**src/sv/memory_card_bus_responder_macros.svh**
```systemverilog
// Assertion helpers for the memory card bus responder.
// Both macros expect clk and rst_n in scope.
`ifndef MEMORY_CARD_BUS_RESPONDER_MACROS_SVH
`define MEMORY_CARD_BUS_RESPONDER_MACROS_SVH
`ifndef SYNTHESIS
`define MCBR_ASSERT(lbl, prop, msg) \
  lbl: assert property (@(posedge clk) disable iff (!rst_n) prop) else $error(msg);
`define MCBR_NEVER(lbl, cond, msg) \
  lbl: assert property (@(posedge clk) disable iff (!rst_n) !(cond)) else $error(msg);
`else
`define MCBR_ASSERT(lbl, prop, msg)
`define MCBR_NEVER(lbl, cond, msg)
`endif
`endif

```
**src/sv/mcbr_ram.sv**
```systemverilog
// Simple dual-port RAM: one write port, one read port, registered read data.
module mcbr_ram #(
  parameter int DW    = 8,
  parameter int DEPTH = 128,
  parameter int AW    = 7
) (
  input  logic          clk,
  input  logic          wr_en,
  input  logic [AW-1:0] wr_addr,
  input  logic [DW-1:0] wr_data,
  input  logic          rd_en,
  input  logic [AW-1:0] rd_addr,
  output logic [DW-1:0] rd_data
);

  logic [DW-1:0] mem [DEPTH];
  logic [DW-1:0] rd_data_r;

  always_ff @(posedge clk) begin
    if (wr_en) begin
      mem[wr_addr] <= wr_data;
    end
  end

  always_ff @(posedge clk) begin
    if (rd_en) begin
      rd_data_r <= mem[rd_addr];
    end
  end

  assign rd_data = rd_data_r;

endmodule

```
**config.mk**
```make
export PLATFORM = sky130hd
export DESIGN_NAME = mcbr_ram
export DESIGN_NICKNAME = d
export VERILOG_FILES = /design/src/sv/memory_card_bus_responder_macros.svh /design/src/sv/mcbr_ram.sv
export SDC_FILE = /design/constraint.sdc
export NUM_CORES = 1
export LEC_CHECK = 0
export BUFFER_PORTS_ARGS = -buffer_cell sky130_fd_sc_hd__buf_2
export CELL_PAD_IN_SITES_DETAIL_PLACEMENT = 1
export CELL_PAD_IN_SITES_GLOBAL_PLACEMENT = 1
export CORE_ASPECT_RATIO = 2
export CORE_MARGIN = 2
export CORE_UTILIZATION = 47
export CTS_CLUSTER_SIZE = 28
export DETAILED_ROUTE_END_ITERATION = 10
export HOLD_SLACK_MARGIN = 0.02
export PLACE_DENSITY_LB_ADDON = 0.12
export SETUP_SLACK_MARGIN = 0.5
export SLEW_MARGIN = 5
export SYNTH_ARGS = -nofsm -noshare
export SYNTH_HDL_FRONTEND = slang
export SYNTH_SLANG_ARGS = --single-unit
export TNS_END_PERCENT = 1
```
**constraint.sdc**
```tcl
create_clock -name clk -period 3.2 [get_ports clk]
set_input_delay 0.64 -clock clk [delete_from_list [all_inputs] [get_ports clk]]
set_output_delay 0.64 -clock clk [all_outputs]
set_load 0.02 [all_outputs]
```
==> metrics <==
status completed; pre-CTS setup slack -272.0 ps; GRT Total Usage 25.03%; Post-Place Cells 2856; Final Hold Fails 0; Die H 415.3 um; core box area 83710 um2; Worst Path Required 3630 ps; leakage power 14.47 nW; first-pass GRT wire length 150.6 mm; Initial Utilization 47.48%; Ys Warns 0; Setup WS post-layout 482.8 ps; slew margin rel. 48.00%; Hold Path Class in2reg; I/O Buffers 32; post-route ant nets 0; post-DP HPWL 71.93 mm; Hold Worst Slack 339.8 ps; number of global-route vias before repair 19.88k; final period utilization 84.91%; peak supply drop 0.4756 mV; ys flop type edfxtp_1; Num CTS Buffers 90; sequential area share after synthesis 77.97%; r2r setup slk 610 ps; fraction of layout cells with a size suffix above 1 37.21%; Post-synth EDFFs 1032; largest net degree at the start of global routing 77; Critical Path End rd_data[7]; Synth Area per Inst 24.31 um2; Die ar. 87050 um2; CP endpoint kind flop; Vias 18.11k; number of max-cap violations 0; CP Class in2reg; Worst-Skew Late Latency 680 ps; pwr/cell area 595.0 nW/um2; drt drc 0; min cycle time layout 2717 ps; H-tree Lvls 3; final WL 105.1 mm; skew final 20.29 ps; area leader, netlist edfxtp_1; multi-input gate area in the final layout 8354 um2; DRT iter0 DRCs 1751; Setup crit start rd_addr[0]; top cell type's share of synthesized area 77.97%; Power Total 0.02734 W; Placer Congestion 0.8078; Storage cell area 30990 um2; top-count cell post-synth edfxtp_1; mapped cell area 39750 um2; number of fill cells 7012; reg-to-reg startpoint mem[95][3]; Die W 209.6 um; kind of start point of the critical path input pin; top post-synthesis cells by area edfxtp_1, mux4_2, nor2_1; Syn Nets 1660; First-pass DRT Iterations 6; Post-synth top cells edfxtp_1, mux4_2, nor2_1, clkbuf_1, buf_1; Slew Limit Fails 0; worst slew pin tran 780.0 ps; Async SR Flop Fraction 0%; reg2reg path depth 4; FF+latch count, synth 1032; # clock sinks 1032; CTS Root Cell clkbuf_16; post-layout net count 1915; Finished Layout Cells 3027; DR WL/cell 34.72 um; CTS clock-pin slew for the worst setup and hold paths 70 ps; Critical R2R Capture rd_data[3]; vias per cell 5.984; I/O pins 33; WP data arrival 3150 ps; Fmax 0.3680 GHz; number of cell rows 150; antenna violations before repair 12; RSZ-0062 raised after global routing yes; Netlist cell types 16; Synth Instances 1635; Setup-failing EPs final 0; TritonCTS clock tree yes; CP max FO 10; total grt overflow 0; Clock Tree Buf Depth 3; Synth-to-Final Area Change 15.60%
[per-layer routing]
layer | share of wire, % | global-route usage, % | up-vias
met5 | 0.11 | 0 | -
met1 | 35 | 28.34 | 9947
met3 | 4.3 | 3.638 | 144
met4 | 3.7 | 9.352 | 18
met2 | 57 | 47.35 | 479
li1 | - | - | 7525
[cell type report]
class	count	area share [%]
Antenna cell	1	0.005447
Clock inverter	59	1.127
Timing Repair Buffer	252	5.172
Multi-Input combinational cell	514	18.18
Sequential cell	1032	67.45
Clock buffer	105	5.163
Tap cell	1064	2.898
[what timing repair did]
action,4_1_cts,5_1_grt
setup buffers,0,4
hold buffers,0,0
cloned,2,0
gates resized for setup,2,7
setup endpoints to repair,2,7
[state kept, by name, indices dropped and copies added, names as in the netlist]
| signal | count |
|---|---|
| mem | 1024 |
| rd_data | 8 |
[layout by cell type (no fill, tap or decap), drive strengths merged]
cell type	count
diode	1
edfxtp	1032
nor2	122
nand2b	2
nand3	12
inv	2
nor3	9
clkinvlp	6
mux2	8
bufinv	8
nand2	14
bufbuf	1
nand4	3
buf	251
nor2b	7
mux4	336
clkbuf	105
clkinv	43
or3	1
[worst min path at each step]
| stage | from | endpoint | slack [ps] | cells past startpoint |
|---|---|---|---|---|
| after detailed placement | rd_en | rd_data[5] | 1030 | 1 |
| after floorplan | wr_data[0] | mem[0][0] | 740 | 0 |
| after global routing | rd_en | rd_data[3] | 310 | 1 |
| final | rd_en | rd_data[1] | 340 | 1 |
| after CTS | rd_en | rd_data[3] | 290 | 1 |
| after global placement | rd_en | rd_data[0] | 1020 | 1 |
[critical path, cell delays in order]
cell    delay (ps)
buf_8          170
buf_12         180
buf_4          170
mux4_2         600
mux4_2         540
mux4_2         540
mux2_2         290
[power by group]
part | internal (W) | leakage, nW | switching, W
registers | 0.0149 | 9.28 | 0.0000312
logic | 0.000659 | 3.78 | 0.000894
clock network | 0.00597 | 1.41 | 0.00486
[logic make-up after synthesis]
| kind of cell | synth area share, % |
|---|---|
| and+or+nand+nor | 1.753 |
| DFF | 77.97 |
| muxes | 19.27 |
| buffers and inverters | 1.011 |
[through the flow]
stage / setup TNS, ps / instance area, um2 / utilization [%]
4_1_cts: 0 / 45880 / 54.81
2_1_floorplan: 0 / 40090 / -
3_3_place_gp: -1678 / 42910 / 51.26
5_1_grt: 0 / 45940 / 54.89
3_5_place_dp: -1792 / 42910 / 51.26
6_report: 0 / 45940 / 54.89
Note: power is estimated with default switching activity, not from simulation.
