--- config.mk ---
export PLATFORM = sky130hd
export DESIGN_NAME = mcbr_commit
export DESIGN_NICKNAME = d
export VERILOG_FILES = /design/src/sv/memory_card_bus_responder_macros.svh /design/src/sv/mcbr_pkg.sv /design/src/sv/mcbr_commit.sv
export SDC_FILE = /design/constraint.sdc
export NUM_CORES = 1
export LEC_CHECK = 0
export ABC_AREA = 0
export BUFFER_PORTS_ARGS = -buffer_cell sky130_fd_sc_hd__buf_2
export CORE_UTILIZATION = 35
export DETAILED_ROUTE_END_ITERATION = 7
export PLACE_DENSITY_LB_ADDON = 0.12
export SETUP_SLACK_MARGIN = 0.4
export SYNTH_ARGS = -nofsm -noshare
export SYNTH_HDL_FRONTEND = slang
export SYNTH_SLANG_ARGS = --single-unit
export TNS_END_PERCENT = 100
--- constraint.sdc ---
create_clock -name clk -period 3.5 [get_ports clk]
set_clock_uncertainty 0.15 [all_clocks]
set_input_delay 0.525 -clock clk [delete_from_list [all_inputs] [get_ports clk]]
set_output_delay 0.525 -clock clk [all_outputs]
set_load 0.02 [all_outputs]
--- src/sv/memory_card_bus_responder_macros.svh ---
// Assertion helpers for the memory card bus responder.
// Both macros expect clk and rst_n in scope.
`ifndef MEMORY_CARD_BUS_RESPONDER_MACROS_SVH
`define MEMORY_CARD_BUS_RESPONDER_MACROS_SVH
`ifndef SYNTHESIS
`define MCBR_ASSERT(lbl, prop, msg) \
  lbl: assert property (@(posedge clk) disable iff (!rst_n) prop) else $error(msg);
`define MCBR_NEVER(lbl, cond, msg) \
  lbl: assert property (@(posedge clk) disable iff (!rst_n) !(cond)) else $error(msg);
`else
`define MCBR_ASSERT(lbl, prop, msg)
`define MCBR_NEVER(lbl, cond, msg)
`endif
`endif

--- src/sv/mcbr_pkg.sv ---
package mcbr_pkg;

  // transaction command held between slots
  typedef enum logic [1:0] {
    CMD_NONE   = 2'd0,
    CMD_READ   = 2'd1,
    CMD_WRITE  = 2'd2,
    CMD_STATUS = 2'd3
  } cmd_t;

  // host bytes
  localparam logic [7:0] ACCESS_CODE = 8'h81;
  localparam logic [7:0] OP_READ     = 8'h52;
  localparam logic [7:0] OP_WRITE    = 8'h57;
  localparam logic [7:0] OP_STATUS   = 8'h53;

  // card bytes
  localparam logic [7:0] ID_HI       = 8'h5A;
  localparam logic [7:0] ID_LO       = 8'h5D;
  localparam logic [7:0] CMD_ACK_HI  = 8'h5C;
  localparam logic [7:0] CMD_ACK_LO  = 8'h5D;
  localparam logic [7:0] FILL_ZERO   = 8'h00;
  localparam logic [7:0] RELEASED    = 8'hFF;
  localparam logic [7:0] END_GOOD    = 8'h47;
  localparam logic [7:0] END_ERROR   = 8'h43;
  localparam logic [7:0] END_BAD     = 8'hFF;

  // status flag bits
  localparam logic [7:0] FLAG_POWER_ON  = 8'h08;
  localparam logic [7:0] FLAG_WRITE_ERR = 8'h04;
  localparam logic [7:0] FLAGS_RESET    = FLAG_POWER_ON;

  // fixed slot numbers within a transaction
  localparam logic [7:0] SLOT_ACCESS  = 8'd0;
  localparam logic [7:0] SLOT_CMD     = 8'd1;
  localparam logic [7:0] SLOT_ID_HI   = 8'd2;
  localparam logic [7:0] SLOT_ID_LO   = 8'd3;
  localparam logic [7:0] SLOT_ADDR_HI = 8'd4;
  localparam logic [7:0] SLOT_ADDR_LO = 8'd5;
  localparam logic [7:0] SLOT_RD_ACK_HI  = 8'd6;
  localparam logic [7:0] SLOT_RD_ACK_LO  = 8'd7;
  localparam logic [7:0] SLOT_RD_ECHO_HI = 8'd8;
  localparam logic [7:0] SLOT_RD_ECHO_LO = 8'd9;
  localparam logic [7:0] SLOT_RD_DATA = 8'd10;
  localparam logic [7:0] SLOT_WR_DATA = 8'd6;

  // identity sequence index of its final byte
  localparam logic [2:0] ID_SEQ_LAST = 3'd7;

  // commit sweep control, commit engine to datapath
  typedef struct packed {
    logic busy;
    logic buf_rd;
    logic store_wr;
  } sweep_ctl_t;

  // reply bytes of the status/identity command
  function automatic logic [7:0] id_reply(input logic [2:0] k);
    logic [7:0] r;
    case (k)
      3'd0:    r = 8'h5A;
      3'd1:    r = 8'h5D;
      3'd2:    r = 8'h5C;
      3'd3:    r = 8'h5D;
      3'd4:    r = 8'h04;
      3'd5:    r = 8'h00;
      3'd6:    r = 8'h00;
      default: r = 8'h80;
    endcase
    return r;
  endfunction

endpackage

--- src/sv/mcbr_commit.sv ---
// Frame commit engine: walks the write buffer once, one byte per cycle,
// and writes each byte into the frame store in the cycle after its read.
module mcbr_commit #(
  parameter int FRAME_BYTES = 128,
  parameter int AW          = 7
) (
  input  logic                clk,
  input  logic                rst_n,
  input  logic                start,
  output mcbr_pkg::sweep_ctl_t ctl,
  output logic [AW-1:0]       buf_idx,
  output logic [AW-1:0]       store_idx
);

  localparam logic [AW-1:0] LAST_IDX = AW'(FRAME_BYTES - 1);

  logic          rd_act_r, rd_act_nxt;
  logic          wr_act_r, wr_act_nxt;
  logic [AW-1:0] rd_cnt_r, rd_cnt_nxt;
  logic [AW-1:0] wr_idx_r;

  // read phase walks every buffer index once; the write phase follows it, delayed by the wr_act_r register
  always_comb begin
    rd_act_nxt = rd_act_r;
    rd_cnt_nxt = rd_cnt_r;
    wr_act_nxt = rd_act_r;
    if (start) begin
      rd_act_nxt = 1'b1;
      rd_cnt_nxt = '0;
    end else if (rd_act_r) begin
      if (rd_cnt_r == LAST_IDX) begin
        rd_act_nxt = 1'b0;
      end
      rd_cnt_nxt = rd_cnt_r + AW'(1);
    end
  end

  always_ff @(posedge clk) begin
    if (!rst_n) begin
      rd_act_r <= 1'b0;
      wr_act_r <= 1'b0;
      rd_cnt_r <= '0;
    end else begin
      rd_act_r <= rd_act_nxt;
      wr_act_r <= wr_act_nxt;
      rd_cnt_r <= rd_cnt_nxt;
    end
  end

  always_ff @(posedge clk) begin
    wr_idx_r <= rd_cnt_r;
  end

  assign ctl.busy     = rd_act_r | wr_act_r;
  assign ctl.buf_rd   = rd_act_r;
  assign ctl.store_wr = wr_act_r;
  assign buf_idx      = rd_cnt_r;
  assign store_idx    = wr_idx_r;

endmodule

==> flow_metrics.tcl <==
set metrics [dict create \
    post-cts-setup-buffers 0 \
    cts_tree "built" \
    setup_violations 0 \
    cts_made_buffers 3 \
    final_common_cell "buf_2" \
    yosysTopAreaCell "dfxtp_1" \
    place_congestion 0.641 \
    stdcell_count 84 \
    yosysTopAreaCellShare_pct 61.2 \
    grt_pass1_vias 331 \
    ys_ff_latch 16 \
    grt_max_degree 10 \
    vias 382 \
    use_met2_pct 19.4 \
    min_path_type "reg2reg" \
    dp_cells 80 \
    yosysSeqAreaShare_pct 61.2 \
    antenna_left 0 \
    ctsLongestPathBuffers 2 \
    worstMarginPinSlew_ns 0.322 \
    critPathCaptureType "primary output" \
    synth_nets 53 \
    cts_max_level 1 \
    postLayoutCoreUtil_pct 48.2 \
    grt_usage_pct 13.6 \
    detailed_place_hpwl_um 591 \
    grt-busiest-layer "met2" \
    hold_ws_ns 0.250 \
    clockRootBuffer "clkbuf_4" \
    start_util_pct 38.7 \
    rsz0062_at_grt "no" \
    final_area_um2 651 \
    cts_resized 0 \
    drt-total-wl_um 818 \
    diodes 0 \
    die_h_um 40.7 \
    grt_util_met3_pct 9.78 \
    synthTopCellsByArea "dfxtp_1 (61%), xor2_1 (5.0%), buf_4 (4.3%)" \
    timing.final.ws_setup_ns 1.65 \
    hold_violations 0 \
    drt_iter0_drc 6 \
    path_clk_slew_ns 0.09 \
    yosys_warnings 0 \
    maxSlewViolCount 0 \
    preCtsSetupSlack_ns 1.96 \
    placed_cell_area_um2 614 \
    core_area_um2 1350 \
    setup_tns_ns 0 \
    cp.arrival_ns 1.17 \
    die_w_um 40.7 \
    fin_nets 74 \
    drc 0 \
    peakVddDrop_mv 0.298 \
    via_per_inst 4.55 \
    period_share_pct 52.8 \
    grt_pass1_wl_um 1400 \
    final_cell_mix "buf_2 (19), dfxtp_1 (16), nand2_1 (6), nor2_1 (5)" \
    synthCells 49 \
    fmax_mhz 541 \
    maxCapViolations 0 \
    critPathKind "reg2out" \
    antenna_found_initial 0 \
    first_pass_iters 3 \
    cp-start-kind "register" \
    powerDensity_nw_per_um2 504 \
    clk_latency_ns 0.28 \
    rows 13 \
    die_area_um2 1650 \
    grt_overflow 0 \
    use_met1_pct 16.7 \
    ios 20 \
    hold_buffers 0 \
    p_leak_nw 0.314 \
    drive_gt1_share_pct 36.2 \
    post_drt_wl_per_cell_um 9.74 \
    synth_area_um2 523 \
    status "complete, no violations" \
    layout_min_cycle_time_ns 1.85 \
    syn_to_final_growth_pct 24.4 \
    io_buffer_count 19 \
    power_uw 328 \
    cts.sinks 16 \
    slew_headroom_pct 78.5 \
    netlist-cell-type-count 16 \
    syn_avg_cell_area_um2 10.7 \
    crit_path_max_fanout 9 \
    worstPathRequired_ns 2.82 \
]
[report_power, final]
| part | internal (mW) | switching (mW) |
|---|---|---|
| clock network | 0.0633 | 0.0552 |
| logic | 0.00802 | 0.0114 |
| registers | 0.185 | 0.00440 |
[worst max-delay path, stage by stage (launching register included)]
cell and delay (ns):
dfxtp_1 0.41, or2_2 0.32, buf_2 0.16
[cell type report]
type	count	area, um2
tap	15	18.8
multi-input combinational	30	180
fill	143	699
timing repair buffer	19	95.1
sequential	16	320
clock buffer	4	36.3
[final timing paths]
| kind | from | end | slack, ns | depth (start not counted) |
|---|---|---|---|---|
| hold reg to reg | buf_idx[6] | store_idx[6] | 0.25 | 0 |
| setup reg to reg | buf_idx[0] | buf_idx[6] | 2.06 | 4 |
| hold / removal | buf_idx[6] | store_idx[6] | 0.25 | 0 |
| setup / recovery | rd_act_r | ctl[2] | 1.65 | 2 |
[routing by layer]
layer | routed length (um) | vias to the layer above | part of all wire [%]
li1 | - | 201 | -
met1 | 432 | 166 | 53
met2 | 329 | 15 | 40
met3 | 56 | 0 | 6.8
met4 | 0 | 0 | 0
met5 | 0 | - | 0
[flip-flops by register name, summed over array words and instances (netlist names)]
register / flops
wr_act_r: 1
rd_act_r: 1
buf_idx: 7
store_idx: 7
[kinds of logic after synthesis]
group	share of synthesized area, %
compound gates	4.78
xor+xnor	6.70
fa+ha+maj	2.39
buf+inv	4.31
flops	61.2
mux	1.91
simple gates	18.7
[synthesized netlist by cell type]
cell type / instances
mux2i_1: 1
nand2_1: 6
o21ai_0: 3
or2_2: 1
ha_1: 1
nand2b_1: 1
dfxtp_1: 16
buf_4: 3
xnor2_1: 1
a21oi_1: 2
nand4_2: 1
nand4_1: 2
nor2_1: 5
or3_1: 2
and2_1: 1
xor2_1: 3
(Power assumes the default switching activity.)
